## src/design/tpik_pkg.sv

```systemverilog
// ----------------------------------------------------------------------------
// tpik_pkg
// Shared constants, tables and types for the tilt platform IK pipeline.
// ----------------------------------------------------------------------------
package tpik_pkg;

  localparam int FRAC_BITS    = 8;
  localparam int GUARD        = 8;
  localparam int CORDIC_STEPS = 16;
  localparam int TAB_LEN      = 24;

  localparam int VEC_W     = 36;  // vectoring datapath
  localparam int ANG_W     = 34;  // binary angles with headroom
  localparam int TRIG_W    = 32;  // Q30 sin/cos
  localparam int SQ_IN_W   = 56;
  localparam int SQ_ROOT_W = SQ_IN_W / 2;

  localparam int SQ_LAT     = SQ_ROOT_W;
  localparam int CORDIC_LAT = CORDIC_STEPS + 1;
  localparam int TEN_LAT    = 10;
  localparam int CNT_LAT    = 2;
  localparam int CNT_SHIFT  = FRAC_BITS + GUARD + 16;

  localparam logic signed [ANG_W-1:0] CORDIC_K = 34'sd652032874;
  localparam logic signed [ANG_W-1:0] QUARTER  = 34'sd1073741824;
  localparam logic signed [ANG_W-1:0] HALF     = 34'sd2147483648;

  localparam logic [31:0] ATAN_TAB [TAB_LEN] = '{
    32'h20000000, 32'h12E4051D, 32'h09FB385B, 32'h051111D4,
    32'h028B0D43, 32'h0145D7E1, 32'h00A2F61E, 32'h00517C55,
    32'h0028BE53, 32'h00145F2E, 32'h000A2F98, 32'h000517CC,
    32'h00028BE6, 32'h000145F3, 32'h0000A2F9, 32'h0000517C,
    32'h000028BE, 32'h0000145F, 32'h00000A2F, 32'h00000517,
    32'h0000028B, 32'h00000145, 32'h000000A2, 32'h00000051
  };

  typedef enum logic [1:0] {
    REG_POLE_LENGTH   = 2'd0,
    REG_ANCHOR_RADIUS = 2'd1,
    REG_REST_LENGTH   = 2'd2,
    REG_COUNTS_PER_MM = 2'd3
  } reg_idx_t;

  typedef struct packed {
    logic signed [TRIG_W-1:0] cc;
    logic signed [TRIG_W-1:0] sc;
    logic signed [TRIG_W-1:0] cb;
    logic signed [TRIG_W-1:0] sb;
  } trig_t;

  function automatic logic signed [ANG_W-1:0] atan_at(input int idx);
    logic [31:0] t;
    t = ATAN_TAB[idx];
    return signed'({2'b00, t});
  endfunction

endpackage

```

## src/design/tpik_counts.sv

```systemverilog
// ----------------------------------------------------------------------------
// tpik_counts
// Tendon length to motor counts: rest minus length, scale, round, saturate.
// ----------------------------------------------------------------------------
module tpik_counts import tpik_pkg::*; (
  input  logic                 clk,
  input  logic                 en,
  input  logic [SQ_ROOT_W-1:0] len_i,
  input  logic [15:0]          rest_i,
  input  logic [31:0]          cpm_i,
  output logic signed [23:0]   cnt_o
);

  localparam logic signed [63:0] RND  = 64'sd1 <<< (CNT_SHIFT - 1);
  localparam logic signed [63:0] VMAX = 64'sd8388607;
  localparam logic signed [63:0] VMIN = -64'sd8388608;

  logic signed [29:0] diff;
  logic signed [63:0] prod_r, v;
  logic signed [23:0] cnt_r;

  assign diff = signed'(30'({rest_i, {GUARD{1'b0}}})) - signed'(30'(len_i));

  always_ff @(posedge clk) begin
    if (en) begin
      prod_r <= 64'(diff) * 64'(signed'({1'b0, cpm_i}));
    end
  end

  assign v = (prod_r + RND) >>> CNT_SHIFT;

  always_ff @(posedge clk) begin
    if (en) begin
      if (v > VMAX) begin
        cnt_r <= VMAX[23:0];
      end else if (v < VMIN) begin
        cnt_r <= VMIN[23:0];
      end else begin
        cnt_r <= v[23:0];
      end
    end
  end

  assign cnt_o = cnt_r;

endmodule

```

## config.mk

```make
export PLATFORM = sky130hd
export DESIGN_NAME = tpik_counts
export DESIGN_NICKNAME = d
export VERILOG_FILES = /design/src/design/tpik_pkg.sv /design/src/design/tpik_counts.sv
export SDC_FILE = /design/constraint.sdc
export NUM_CORES = 2
export LEC_CHECK = 0
export BUFFER_PORTS_ARGS = -buffer_cell sky130_fd_sc_hd__buf_2
export CAP_MARGIN = 20
export CELL_PAD_IN_SITES_DETAIL_PLACEMENT = 0
export CELL_PAD_IN_SITES_GLOBAL_PLACEMENT = 1
export CORE_MARGIN = 3
export CORE_UTILIZATION = 40
export CTS_CLUSTER_SIZE = 20
export DETAILED_ROUTE_END_ITERATION = 10
export GPL_ROUTABILITY_DRIVEN = 1
export PLACE_DENSITY_LB_ADDON = 0.08
export SLEW_MARGIN = 10
export SYNTH_ARGS = -nofsm -noshare
export SYNTH_HDL_FRONTEND = slang
export SYNTH_SLANG_ARGS = --single-unit
```

## constraint.sdc

```tcl
create_clock -name clk -period 11.7 [get_ports clk]
set_input_delay 0 -clock clk [delete_from_list [all_inputs] [get_ports clk]]
set_output_delay 0 -clock clk [all_outputs]
set_load 0.005 [all_outputs]
```

==> impl_metrics.env <==
export IMPL_status="complete, no violations"
export IMPL_cts_made_buffers=5
export IMPL_synth_area_leaders="fa_1, ha_1, inv_1, nand2_1, and2_1"
export IMPL_ant_nets=0
export IMPL_cts_clk_slew_worst_paths_ns=0.07
export IMPL_dieWidth_um=295.4
export IMPL_yosysTopAreaCell="fa_1"
export IMPL_maxSlewHeadroom_pct=26.24
export IMPL_worst_path_most_repeated_cell="fa_1"
export IMPL_syn_nets=4959
export IMPL_fin_tns_setup_ns=0
export IMPL_portBuffers=101
export IMPL_critPathBufInv=6
export IMPL_io_pins=102
export IMPL_start_util_pct=40.60
export IMPL_synth_top_area_share_pct=48.11
export IMPL_vias_per_cell=5.164
export IMPL_synthDistinctLibCells=65
export IMPL_hold_depth=2
export IMPL_postCtsHoldBufs=0
export IMPL_antenna_found_initial=5
export IMPL_min_delay_start="en"
export IMPL_hp_class="in2reg"
export IMPL_synthArstFlopShare_pct=0
export IMPL_dpl_hpwl_um=81780
export IMPL_ys_seq_elements=55
export IMPL_avgSynthCellArea_um2=8.871
export IMPL_cts_tree="done"
export IMPL_syn_area_um2=33500
export IMPL_worstMarginPinSlew_ns=1.106
export IMPL_drt_total_wl_um=102100
export IMPL_rows=105
export IMPL_htreeDepth=2
export IMPL_finish_net_count=4911
export IMPL_ys_flop_type="edfxtp_1"
export IMPL_core_um2=82500
export IMPL_hold_viol=0
export IMPL_cts_buffer_depth=2
export IMPL_grt_use_total_pct=24.22
export IMPL_holdPathEnd="cnt_o[2]$_SDFFCE_PN1P_"
export IMPL_first_pass_iters=8
export IMPL_cpLargestDelayFamily="adder cells"
export IMPL_crit_path_start_kind="input pin"
export IMPL_rr_endpoint="cnt_o[8]$_SDFFCE_PN1P_"
export IMPL_required_ns=11.74
export IMPL_gp_congestion=0.8652
export IMPL_cts_sinks=55
export IMPL_routed_wire_length_per_instance_um=21.24
export IMPL_die_area_um2=87260
export IMPL_fmax_mhz=97.91
export IMPL_cts_repair_resized=0
export IMPL_cpMaxStageDelayCell="a221oi_2"
export IMPL_syn_inst=3776
export IMPL_end_kind="flip-flop"
export IMPL_worst_setup_path_type="in2reg"
export IMPL_critPathMaxStageDelay_ns=0.68
export IMPL_crit_fanout=25
export IMPL_layout_drive_gt1_share_pct=5.095
export IMPL_yosys_warnings=0
export IMPL_cts_root_buf="clkbuf_16"
export IMPL_yosysMostFrequentCell="inv_1"
export IMPL_die_y_um=295.4
export IMPL_fin_crit_sh_pct=87.29
export IMPL_grt_pass1_wl_um=162200
export IMPL_synthToLayoutAreaGrowth_pct=5.218
export IMPL_worstReg2RegStart="prod_r[38]$_DFFE_PP_"
export IMPL_via_count=24820
export IMPL_synth_enable_flop_cells=55
export IMPL_synth_cells_most_frequent="inv_1, fa_1, nand2_1"
export IMPL_arrival_ns=10.26
export IMPL_rr_worst_depth=9
export IMPL_final_min_clock_period_ns=10.21
export IMPL_finalMaxSlewViolations=0
export IMPL_grt_pass1_vias=27760
export IMPL_setup_viol=0
export IMPL_fin_skew_ns=0.006636
export IMPL_grt_overflow_total=0
export IMPL_insertion_delay_ns=0.29
export IMPL_drc_errors=0
export IMPL_drt_initial_drc_count=1332
export IMPL_rsz0062_at_grt="no"
export IMPL_cap_violations=0
export IMPL_post_cts_setup_buffer_count=0
export IMPL_synth_seq_area_share_pct=4.930
export IMPL_n_fill_cell=8298
export IMPL_worst_r2r_setup_slack_ns=8.55
export IMPL_grt_start_max_net_pins=56
## metrics by stage
stage | cells | area, µm² | utilization (%) | hold slack (ns) | worst slack (ns)
floorplan | 3776 | 33500 | - | 0.1125 | 3.108
global route | 4799 | 35230 | 42.70 | 0.4283 | 0.8231
global placement | 4790 | 35080 | 42.51 | 0.3959 | 1.247
detailed placement | 4790 | 35080 | 42.51 | 0.3921 | 1.138
finish | 4806 | 35250 | 42.72 | 0.3956 | 1.487
CTS | 4798 | 35220 | 42.69 | 0.4097 | 1.448
## layout by cell type (no fill, tap or decap), drive strengths merged, types with 3 or more instances in the layout
cell type  count
buf          143
and3          18
a221oi         4
a21oi         81
edfxtp        55
and2         295
a211o          3
nor2b          7
o21bai        11
ha           300
o21a          11
a31oi         11
xor2          32
nand2b         7
a21o          24
o21ai         75
nand4         20
or3            4
xnor2         51
or2           11
nor4           5
nand3         23
nor2          63
clkbuf         6
o211ai        10
fa           805
diode          7
a211oi         7
nand2        673
nor3          17
o31a           3
inv          918
nor4b          3
## layer usage
| metal | vias up | GRT usage, % | part of all wire [%] |
|---|---|---|---|
| li1 | 10970 | - | - |
| met1 | 13190 | 34.84 | 46 |
| met2 | 576 | 40.94 | 47 |
| met3 | 78 | 1.818 | 4.4 |
| met4 | 0 | 3.972 | 1.7 |
| met5 | - | 0 | 0 |
## how the worst max path moves through the flow
| stage | startpoint | endpoint | slack [ns] | cells past startpoint |
|---|---|---|---|---|
| after detailed placement | len_i[8] | prod_r[60]$_DFFE_PP_ | 1.14 | 34 |
| after CTS | len_i[8] | prod_r[60]$_DFFE_PP_ | 1.45 | 34 |
| after floorplan | len_i[8] | prod_r[54]$_DFFE_PP_ | 3.11 | 33 |
| after global routing | len_i[8] | prod_r[62]$_DFFE_PP_ | 0.82 | 34 |
| after global placement | len_i[8] | prod_r[60]$_DFFE_PP_ | 1.25 | 34 |
| final | len_i[8] | prod_r[60]$_DFFE_PP_ | 1.49 | 34 |
## sequential cells by signal, summed over array words and instances (netlist names)
signal and cells:
prod_r 31, cnt_o 24
## worst reg2reg max path, cell delays in order, from the launching register on
cell	delay (ns)
edfxtp_1	0.45
and3_1	0.29
nand4_2	0.24
nor4_4	0.53
nor4b_1	0.10
a31oi_1	0.16
nor2b_1	0.07
a21oi_1	0.14
o31a_1	0.56
o21ai_0	0.30
## final cells by class
cell class                 count  area (µm²)  share of cell area, %
multi-input combinational   2605       27830                  78.95
antenna                        7       17.52                0.04970
clock buffer                   6       128.9                 0.3656
clock inverter                 2       12.51                0.03550
timing repair buffer         143       824.5                  2.339
sequential                    55        1652                  4.686
tap                         1070        1339                  3.798
inverter                     918        3446                  9.776
## kinds of logic (layout without fill, tap and decap cells)
group | count (synthesis) | in the layout | share of synthesized area (%)
and+or+nand+nor | 1151 | 1151 | 16.06
other | 0 | 7 | 0
adders and majority gates | 1105 | 1105 | 59.31
xor gates and xnor gates | 83 | 83 | 2.193
AOI/OAI and AO/OA | 265 | 265 | 4.897
muxes | 1 | 1 | 0.02988
DFF | 55 | 55 | 4.930
buffers and inverters | 1116 | 1069 | 12.58
Power is not shown: default switching activity piles up to over one toggle a cycle in this logic, so the estimate is an artifact.
