===== config.mk =====
export PLATFORM = sky130hd
export DESIGN_NAME = tpik_isqrt
export DESIGN_NICKNAME = d
export VERILOG_FILES = /design/src/design/tpik_pkg.sv /design/src/design/tpik_isqrt.sv
export SDC_FILE = /design/constraint.sdc
export NUM_CORES = 2
export LEC_CHECK = 0
export ABC_AREA = 1
export BUFFER_PORTS_ARGS = -buffer_cell sky130_fd_sc_hd__buf_2
export CAP_MARGIN = 40
export CORE_ASPECT_RATIO = 1.75
export CORE_UTILIZATION = 58
export CTS_CLUSTER_DIAMETER = 100
export DETAILED_ROUTE_END_ITERATION = 8
export PLACE_DENSITY_LB_ADDON = 0.2
export SLEW_MARGIN = 25
export SYNTH_ARGS = -nofsm -noshare
export SYNTH_HDL_FRONTEND = slang
export SYNTH_SLANG_ARGS = --single-unit

===== constraint.sdc =====
create_clock -name clk -period 2.3 [get_ports clk]
set_clock_uncertainty 0.15 [all_clocks]
set_input_delay 0.345 -clock clk [delete_from_list [all_inputs] [get_ports clk]]
set_output_delay 0.345 -clock clk [all_outputs]
set_load 0.02 [all_outputs]

===== src/design/tpik_pkg.sv =====
// ----------------------------------------------------------------------------
// tpik_pkg
// Shared constants, tables and types for the tilt platform IK pipeline.
// ----------------------------------------------------------------------------
package tpik_pkg;

  localparam int FRAC_BITS    = 8;
  localparam int GUARD        = 8;
  localparam int CORDIC_STEPS = 16;
  localparam int TAB_LEN      = 24;

  localparam int VEC_W     = 36;  // vectoring datapath
  localparam int ANG_W     = 34;  // binary angles with headroom
  localparam int TRIG_W    = 32;  // Q30 sin/cos
  localparam int SQ_IN_W   = 56;
  localparam int SQ_ROOT_W = SQ_IN_W / 2;

  localparam int SQ_LAT     = SQ_ROOT_W;
  localparam int CORDIC_LAT = CORDIC_STEPS + 1;
  localparam int TEN_LAT    = 10;
  localparam int CNT_LAT    = 2;
  localparam int CNT_SHIFT  = FRAC_BITS + GUARD + 16;

  localparam logic signed [ANG_W-1:0] CORDIC_K = 34'sd652032874;
  localparam logic signed [ANG_W-1:0] QUARTER  = 34'sd1073741824;
  localparam logic signed [ANG_W-1:0] HALF     = 34'sd2147483648;

  localparam logic [31:0] ATAN_TAB [TAB_LEN] = '{
    32'h20000000, 32'h12E4051D, 32'h09FB385B, 32'h051111D4,
    32'h028B0D43, 32'h0145D7E1, 32'h00A2F61E, 32'h00517C55,
    32'h0028BE53, 32'h00145F2E, 32'h000A2F98, 32'h000517CC,
    32'h00028BE6, 32'h000145F3, 32'h0000A2F9, 32'h0000517C,
    32'h000028BE, 32'h0000145F, 32'h00000A2F, 32'h00000517,
    32'h0000028B, 32'h00000145, 32'h000000A2, 32'h00000051
  };

  typedef enum logic [1:0] {
    REG_POLE_LENGTH   = 2'd0,
    REG_ANCHOR_RADIUS = 2'd1,
    REG_REST_LENGTH   = 2'd2,
    REG_COUNTS_PER_MM = 2'd3
  } reg_idx_t;

  typedef struct packed {
    logic signed [TRIG_W-1:0] cc;
    logic signed [TRIG_W-1:0] sc;
    logic signed [TRIG_W-1:0] cb;
    logic signed [TRIG_W-1:0] sb;
  } trig_t;

  function automatic logic signed [ANG_W-1:0] atan_at(input int idx);
    logic [31:0] t;
    t = ATAN_TAB[idx];
    return signed'({2'b00, t});
  endfunction

endpackage


===== src/design/tpik_isqrt.sv =====
// ----------------------------------------------------------------------------
// tpik_isqrt
// Pipelined floor square root, one result bit per stage.
// ----------------------------------------------------------------------------
module tpik_isqrt import tpik_pkg::*; (
  input  logic                 clk,
  input  logic                 en,
  input  logic [SQ_IN_W-1:0]   val_i,
  output logic [SQ_ROOT_W-1:0] root_o
);

  logic [SQ_IN_W-1:0] rem_r [SQ_LAT-1];
  logic [SQ_IN_W-1:0] res_r [SQ_LAT];

  for (genvar k = 0; k < SQ_LAT; k++) begin : g_step
    localparam logic [SQ_IN_W-1:0] BIT = SQ_IN_W'(1) << (SQ_IN_W - 2 - 2 * k);
    logic [SQ_IN_W-1:0] rem_in, res_in, trial;
    logic               take;

    if (k == 0) begin : g_first
      assign rem_in = val_i;
      assign res_in = '0;
    end else begin : g_next
      assign rem_in = rem_r[k-1];
      assign res_in = res_r[k-1];
    end

    assign trial = res_in + BIT;
    assign take  = (rem_in >= trial);

    always_ff @(posedge clk) begin
      if (en) begin
        res_r[k] <= take ? ((res_in >> 1) + BIT) : (res_in >> 1);
      end
    end

    if (k < SQ_LAT - 1) begin : g_rem
      always_ff @(posedge clk) begin
        if (en) begin
          rem_r[k] <= take ? (rem_in - trial) : rem_in;
        end
      end
    end
  end

  assign root_o = res_r[SQ_LAT-1][SQ_ROOT_W-1:0];

endmodule


==> results.cfg, run 1 <==
[global_route]
grtUsageTotal = 0.765
grt_pass1_wl_mm = 1090
overflow = 1647
grt_pass1_vias = 140000
grt_max_degree = 86

[logic_synthesis]
synth_edf_count = 1918
synth-seq-area-share = 0.522
synthArstFlopShare = 0
yosys.area.top_type = edfxtp_1
syn-num-nets = 13600
synth_warnings = 0
syn-cell-area_um2 = 110000
synthCells = 13100
syn_area_per_cell_um2 = 8.41
synthFlopType = edfxtp_1
synth_seq_cells = 1918
synthTopCellsByArea = edfxtp_1, nand2_1, inv_1, nor2_1, ha_1
synth.distinct_cells = 55
netlist.area_leader.share = 0.522

[cts]
cts_buffers = 183
clock-root-buffer = clkbuf_16
htree_levels = 4
cts_buffer_depth = 4
cts.sinks = 1918

[run_status]
stop_stage = 5_1_grt
status = did not finish
firstError = [ERROR GRT-0116] Global routing finished with congestion. Check the congestion regions in the DRC Viewer.

[floorplanning]
fp.dieW_um = 332
initial_core_util = 0.584
num_io_pins = 86
die_height_um = 579
row_count = 211

[place]
dpl-instance-area_um2 = 137000
portBuffers = 85
gp_congestion = 1.17
dp_hpwl_mm = 375
## metrics by stage
step	setup WS (ns)	TNS (ns)	instances
floorplan	0.00616	0	13100
global placement	-1.79	-368.04	18600
detailed placement	-1.29	-335.73	18600
CTS	-0.891	-232.37	19300
## synthesized netlist by cell type, types with 3 or more instances
| library cell | number |
|---|---|
| nand2_1 | 4158 |
| inv_1 | 2136 |
| edfxtp_1 | 1918 |
| nor2_1 | 1486 |
| nand3_1 | 736 |
| a21oi_1 | 465 |
| ha_1 | 432 |
| o21ai_0 | 265 |
| nand4_1 | 255 |
| xnor2_1 | 201 |
| nor3_1 | 160 |
| xor2_1 | 153 |
| o21ai_1 | 116 |
| nor4_1 | 103 |
| nand3b_1 | 94 |
| a21oi_2 | 81 |
| buf_2 | 37 |
| nor2_2 | 30 |
| nand2_2 | 29 |
| buf_4 | 26 |
| buf_6 | 25 |
| o21bai_1 | 20 |
| a21o_1 | 18 |
| inv_2 | 18 |
| or2_2 | 17 |
| and2_1 | 16 |
| o21ai_2 | 15 |
| nor2_4 | 14 |
| a21boi_0 | 12 |
| a211oi_1 | 8 |
| and3_1 | 8 |
| nand3_2 | 8 |
| o21a_1 | 8 |
| o211ai_1 | 7 |
| nor3b_1 | 6 |
| inv_4 | 4 |
| nand2_4 | 4 |
| nand2b_1 | 3 |
| nor3_2 | 3 |
| nor4_2 | 3 |
## cells by family after synthesis
group,synth area share
flip-flops,0.522
AND/OR/NAND/NOR,0.270
buffers and inverters,0.0801
XOR/XNOR,0.0281
adder cells (fa/ha/maj),0.0490
AO/OA/AOI/OAI,0.0513
## per-layer routing
layer	track usage	GRT overflow
met3	0.598	23
met1	0.709	12
met5	0.305	1
met2	0.968	1044
met4	0.841	567
## timing repair
item,4_1_cts
setup endpoints to repair,778
resized for setup,960
gates cloned,17
hold endpoints to repair,86
buffers inserted,252
hold buffers,66
pin swaps,236
==> run 2, diff against run 1 <==
--- a/config.mk
+++ b/config.mk
@@ -8,11 +8,9 @@
 export ABC_AREA = 1
 export BUFFER_PORTS_ARGS = -buffer_cell sky130_fd_sc_hd__buf_2
 export CAP_MARGIN = 40
-export CORE_ASPECT_RATIO = 1.75
-export CORE_UTILIZATION = 58
-export CTS_CLUSTER_DIAMETER = 100
+export CORE_UTILIZATION = 40
 export DETAILED_ROUTE_END_ITERATION = 8
-export PLACE_DENSITY_LB_ADDON = 0.2
+export PLACE_DENSITY_LB_ADDON = 0.15
 export SLEW_MARGIN = 25
 export SYNTH_ARGS = -nofsm -noshare
 export SYNTH_HDL_FRONTEND = slang
==> constraint.sdc (replaced) <==
create_clock -name clk -period 3 [get_ports clk]
set_clock_uncertainty 0.15 [all_clocks]
set_input_delay 0.45 -clock clk [delete_from_list [all_inputs] [get_ports clk]]
set_output_delay 0.45 -clock clk [all_outputs]
set_load 0.02 [all_outputs]
==> run 2 against run 1 <==
The run now ends clean. Synthesized cell count unchanged. Area after synthesis is the same.
==> results.cfg, run 2 <==
[run_status]
status = finished, final reports clean

[routing]
via_per_inst = 4.97
wl_per_cell_um = 19.9
drtPass1Iterations = 6
wl_mm = 355
ant_nets = 0
route.detailed.drc = 0
drt_first_iter_violations = 7058
vias = 88600

[timing]
fmax_mhz = 346
final.min_clock_period_ns = 2.89
relSlewSlack = 0.416
hold_slack_ns = 0.0892
worst_pin_slew_ns = 0.876
finalSetupViolCount = 0
period_share = 0.962
hold_violations = 0
fin_setup_tns_ns = 0
slew_violations = 0

[critical_path]
timing.critical_path.mode_cell = nand2_1
required_ns = 3.46
endpoint_kind = flip-flop
worst_path_max_delay_cell = edfxtp_1
path_buf_inv = 2
worstSetupPathType = reg -> reg
cp_top_family = simple AND/OR/NAND/NOR gates
slowest_delay_ns = 0.41
cp-start-kind = flip-flop
worstPathCellList = ha_1 -> a21oi_1 -> nand2_1 -> nor2_2 -> nand2_1 -> nor2_4 -> nand2_8 -> inv_8 -> buf_4 -> o21ai_1
crit_path_max_fanout = 17
critical_path_arrival_ns = 3.35
rrSetupSlack_ns = 0.11

[logic_synthesis]
syn-cell-area_um2 = 110000
netlist.area_leader.share = 0.522
yosysMostFrequentCell = nand2_1
synthArstFlopShare = 0
syn-num-nets = 13600
yosys.area.top_type = edfxtp_1
synthTopCellsByArea = edfxtp_1, nand2_1, inv_1, nor2_1, ha_1
synth_edf_count = 1918
ys_top_cells_by_count = nand2_1, inv_1, edfxtp_1, nor2_1, nand3_1
syn_area_per_cell_um2 = 8.41
synth-seq-area-share = 0.522
synthCells = 13100
synth_warnings = 0
synth_seq_cells = 1918
synth.distinct_cells = 55
synthFlopType = edfxtp_1

[layout]
drive_gt1_frac = 0.0875
largest_register_ffs = 1512
final_common_cell = nand2_1
area_delta_synth_final_pct = 15.8
mostFrequentLayoutCells = nand2_1, inv_1, edfxtp_1
top_regs = rem_r (1512), res_r (406)
finish.instance_area_um2 = 128000
fin_nets = 14500
final_cells = 17800
top_register = rem_r

[cts]
clk_latency_ns = 0.93
cts_tree = done
cts.sinks = 1918
cts_buffers = 213
cts_buffer_depth = 4
htree_levels = 4
cts.clk_slew.worst_paths_ns = 0.06
clock-root-buffer = clkbuf_16

[floorplanning]
die_height_um = 527
fp.dieW_um = 527
initial_core_util = 0.403
die_area_um2 = 278000
core_region_area_um2 = 274000
row_count = 192
num_io_pins = 86

[run]
maxCapViolCount = 0

[place]
portBuffers = 85
dpl-instance-area_um2 = 120000
dpl.cell_count = 17400
gp_congestion = 0.988
dp_hpwl_mm = 294

[power]
p_leak_nw = 56.3
ir_drop_uv = 568
p_per_area_nw_per_um2 = 682

[global_route]
grt_pass1_vias = 85300
antenna_found_initial = 5
grtUsageTotal = 0.251
grt_pass1_wl_mm = 525
overflow = 0
grt_max_degree = 150

[hold_path]
hp-class = in -> reg
[run 2: cell counts after synthesis]
Identical to the previous run, type by type.
[run 2: kinds of logic after synthesis]
logic type,synth area share
and+or+nand+nor,0.270
xor gates and xnor gates,0.0281
DFF,0.522
buffers and inverters,0.0801
AOI/OAI and AO/OA,0.0513
adders and majority gates,0.0490
[run 2: final cells by class]
class,instances,area (um^2)
Fill cell,27000,146000
Sequential cell,1918,57600
Multi-Input combinational cell,8948,44000
Inverter,2159,8120
Timing Repair Buffer,738,6300
Clock buffer,241,5500
Tap cell,3686,4610
Clock inverter,149,1670
Antenna cell,4,10.0
[run 2: metal layers]
layer | GRT usage | vias to the layer above | share of wire
met5 | 0 | - | 0
met4 | 0.118 | 0 | 0.052
met3 | 0.0276 | 588 | 0.048
met2 | 0.447 | 2330 | 0.49
met1 | 0.303 | 41200 | 0.41
li1 | - | 44500 | -
[run 2: final timing paths]
check                            endpoint                    start  cells past startpoint
setup / recovery  rem_r[1][582]$_DFFE_PP_  rem_r[1][533]$_DFFE_PP_                     10
hold / removal     rem_r[0][18]$_DFFE_PP_                val_i[18]                      2
setup reg to reg  rem_r[1][582]$_DFFE_PP_  rem_r[1][533]$_DFFE_PP_                     10
hold reg to reg   rem_r[1][175]$_DFFE_PP_  rem_r[1][119]$_DFFE_PP_                      0
[run 2: power by group]
part	total, mW	internal [mW]	switching (mW)	leakage (nW)
clock	26.8	15.8	11.0	3.46
combinational	23.7	8.04	15.7	34.4
sequential	36.7	33.8	2.97	18.4
total	87.2	57.6	29.7	56.3
[run 2: repair_timing]
action,CTS,global route
pin swaps,0,4
cloned,0,1
setup buffers,1,20
setup endpoints to repair,20,140
gates resized for setup,8,29
hold endpoints to repair,157,0
hold buffers,70,0
[run 2: stage by stage]
| stage | utilization | setup WS (ns) | power, mW |
|---|---|---|---|
| 4_1_cts | 0.465 | 0.00420 | 87.7 |
| 2_1_floorplan | - | 0.706 | 50.5 |
| 3_3_place_gp | 0.436 | -0.313 | 60.7 |
| 6_report | 0.466 | 0.113 | 87.2 |
| 3_5_place_dp | 0.437 | -0.236 | 60.6 |
| 5_1_grt | 0.466 | -0.00440 | 91.7 |
No activity file was read; power rests on OpenSTA's default activity.
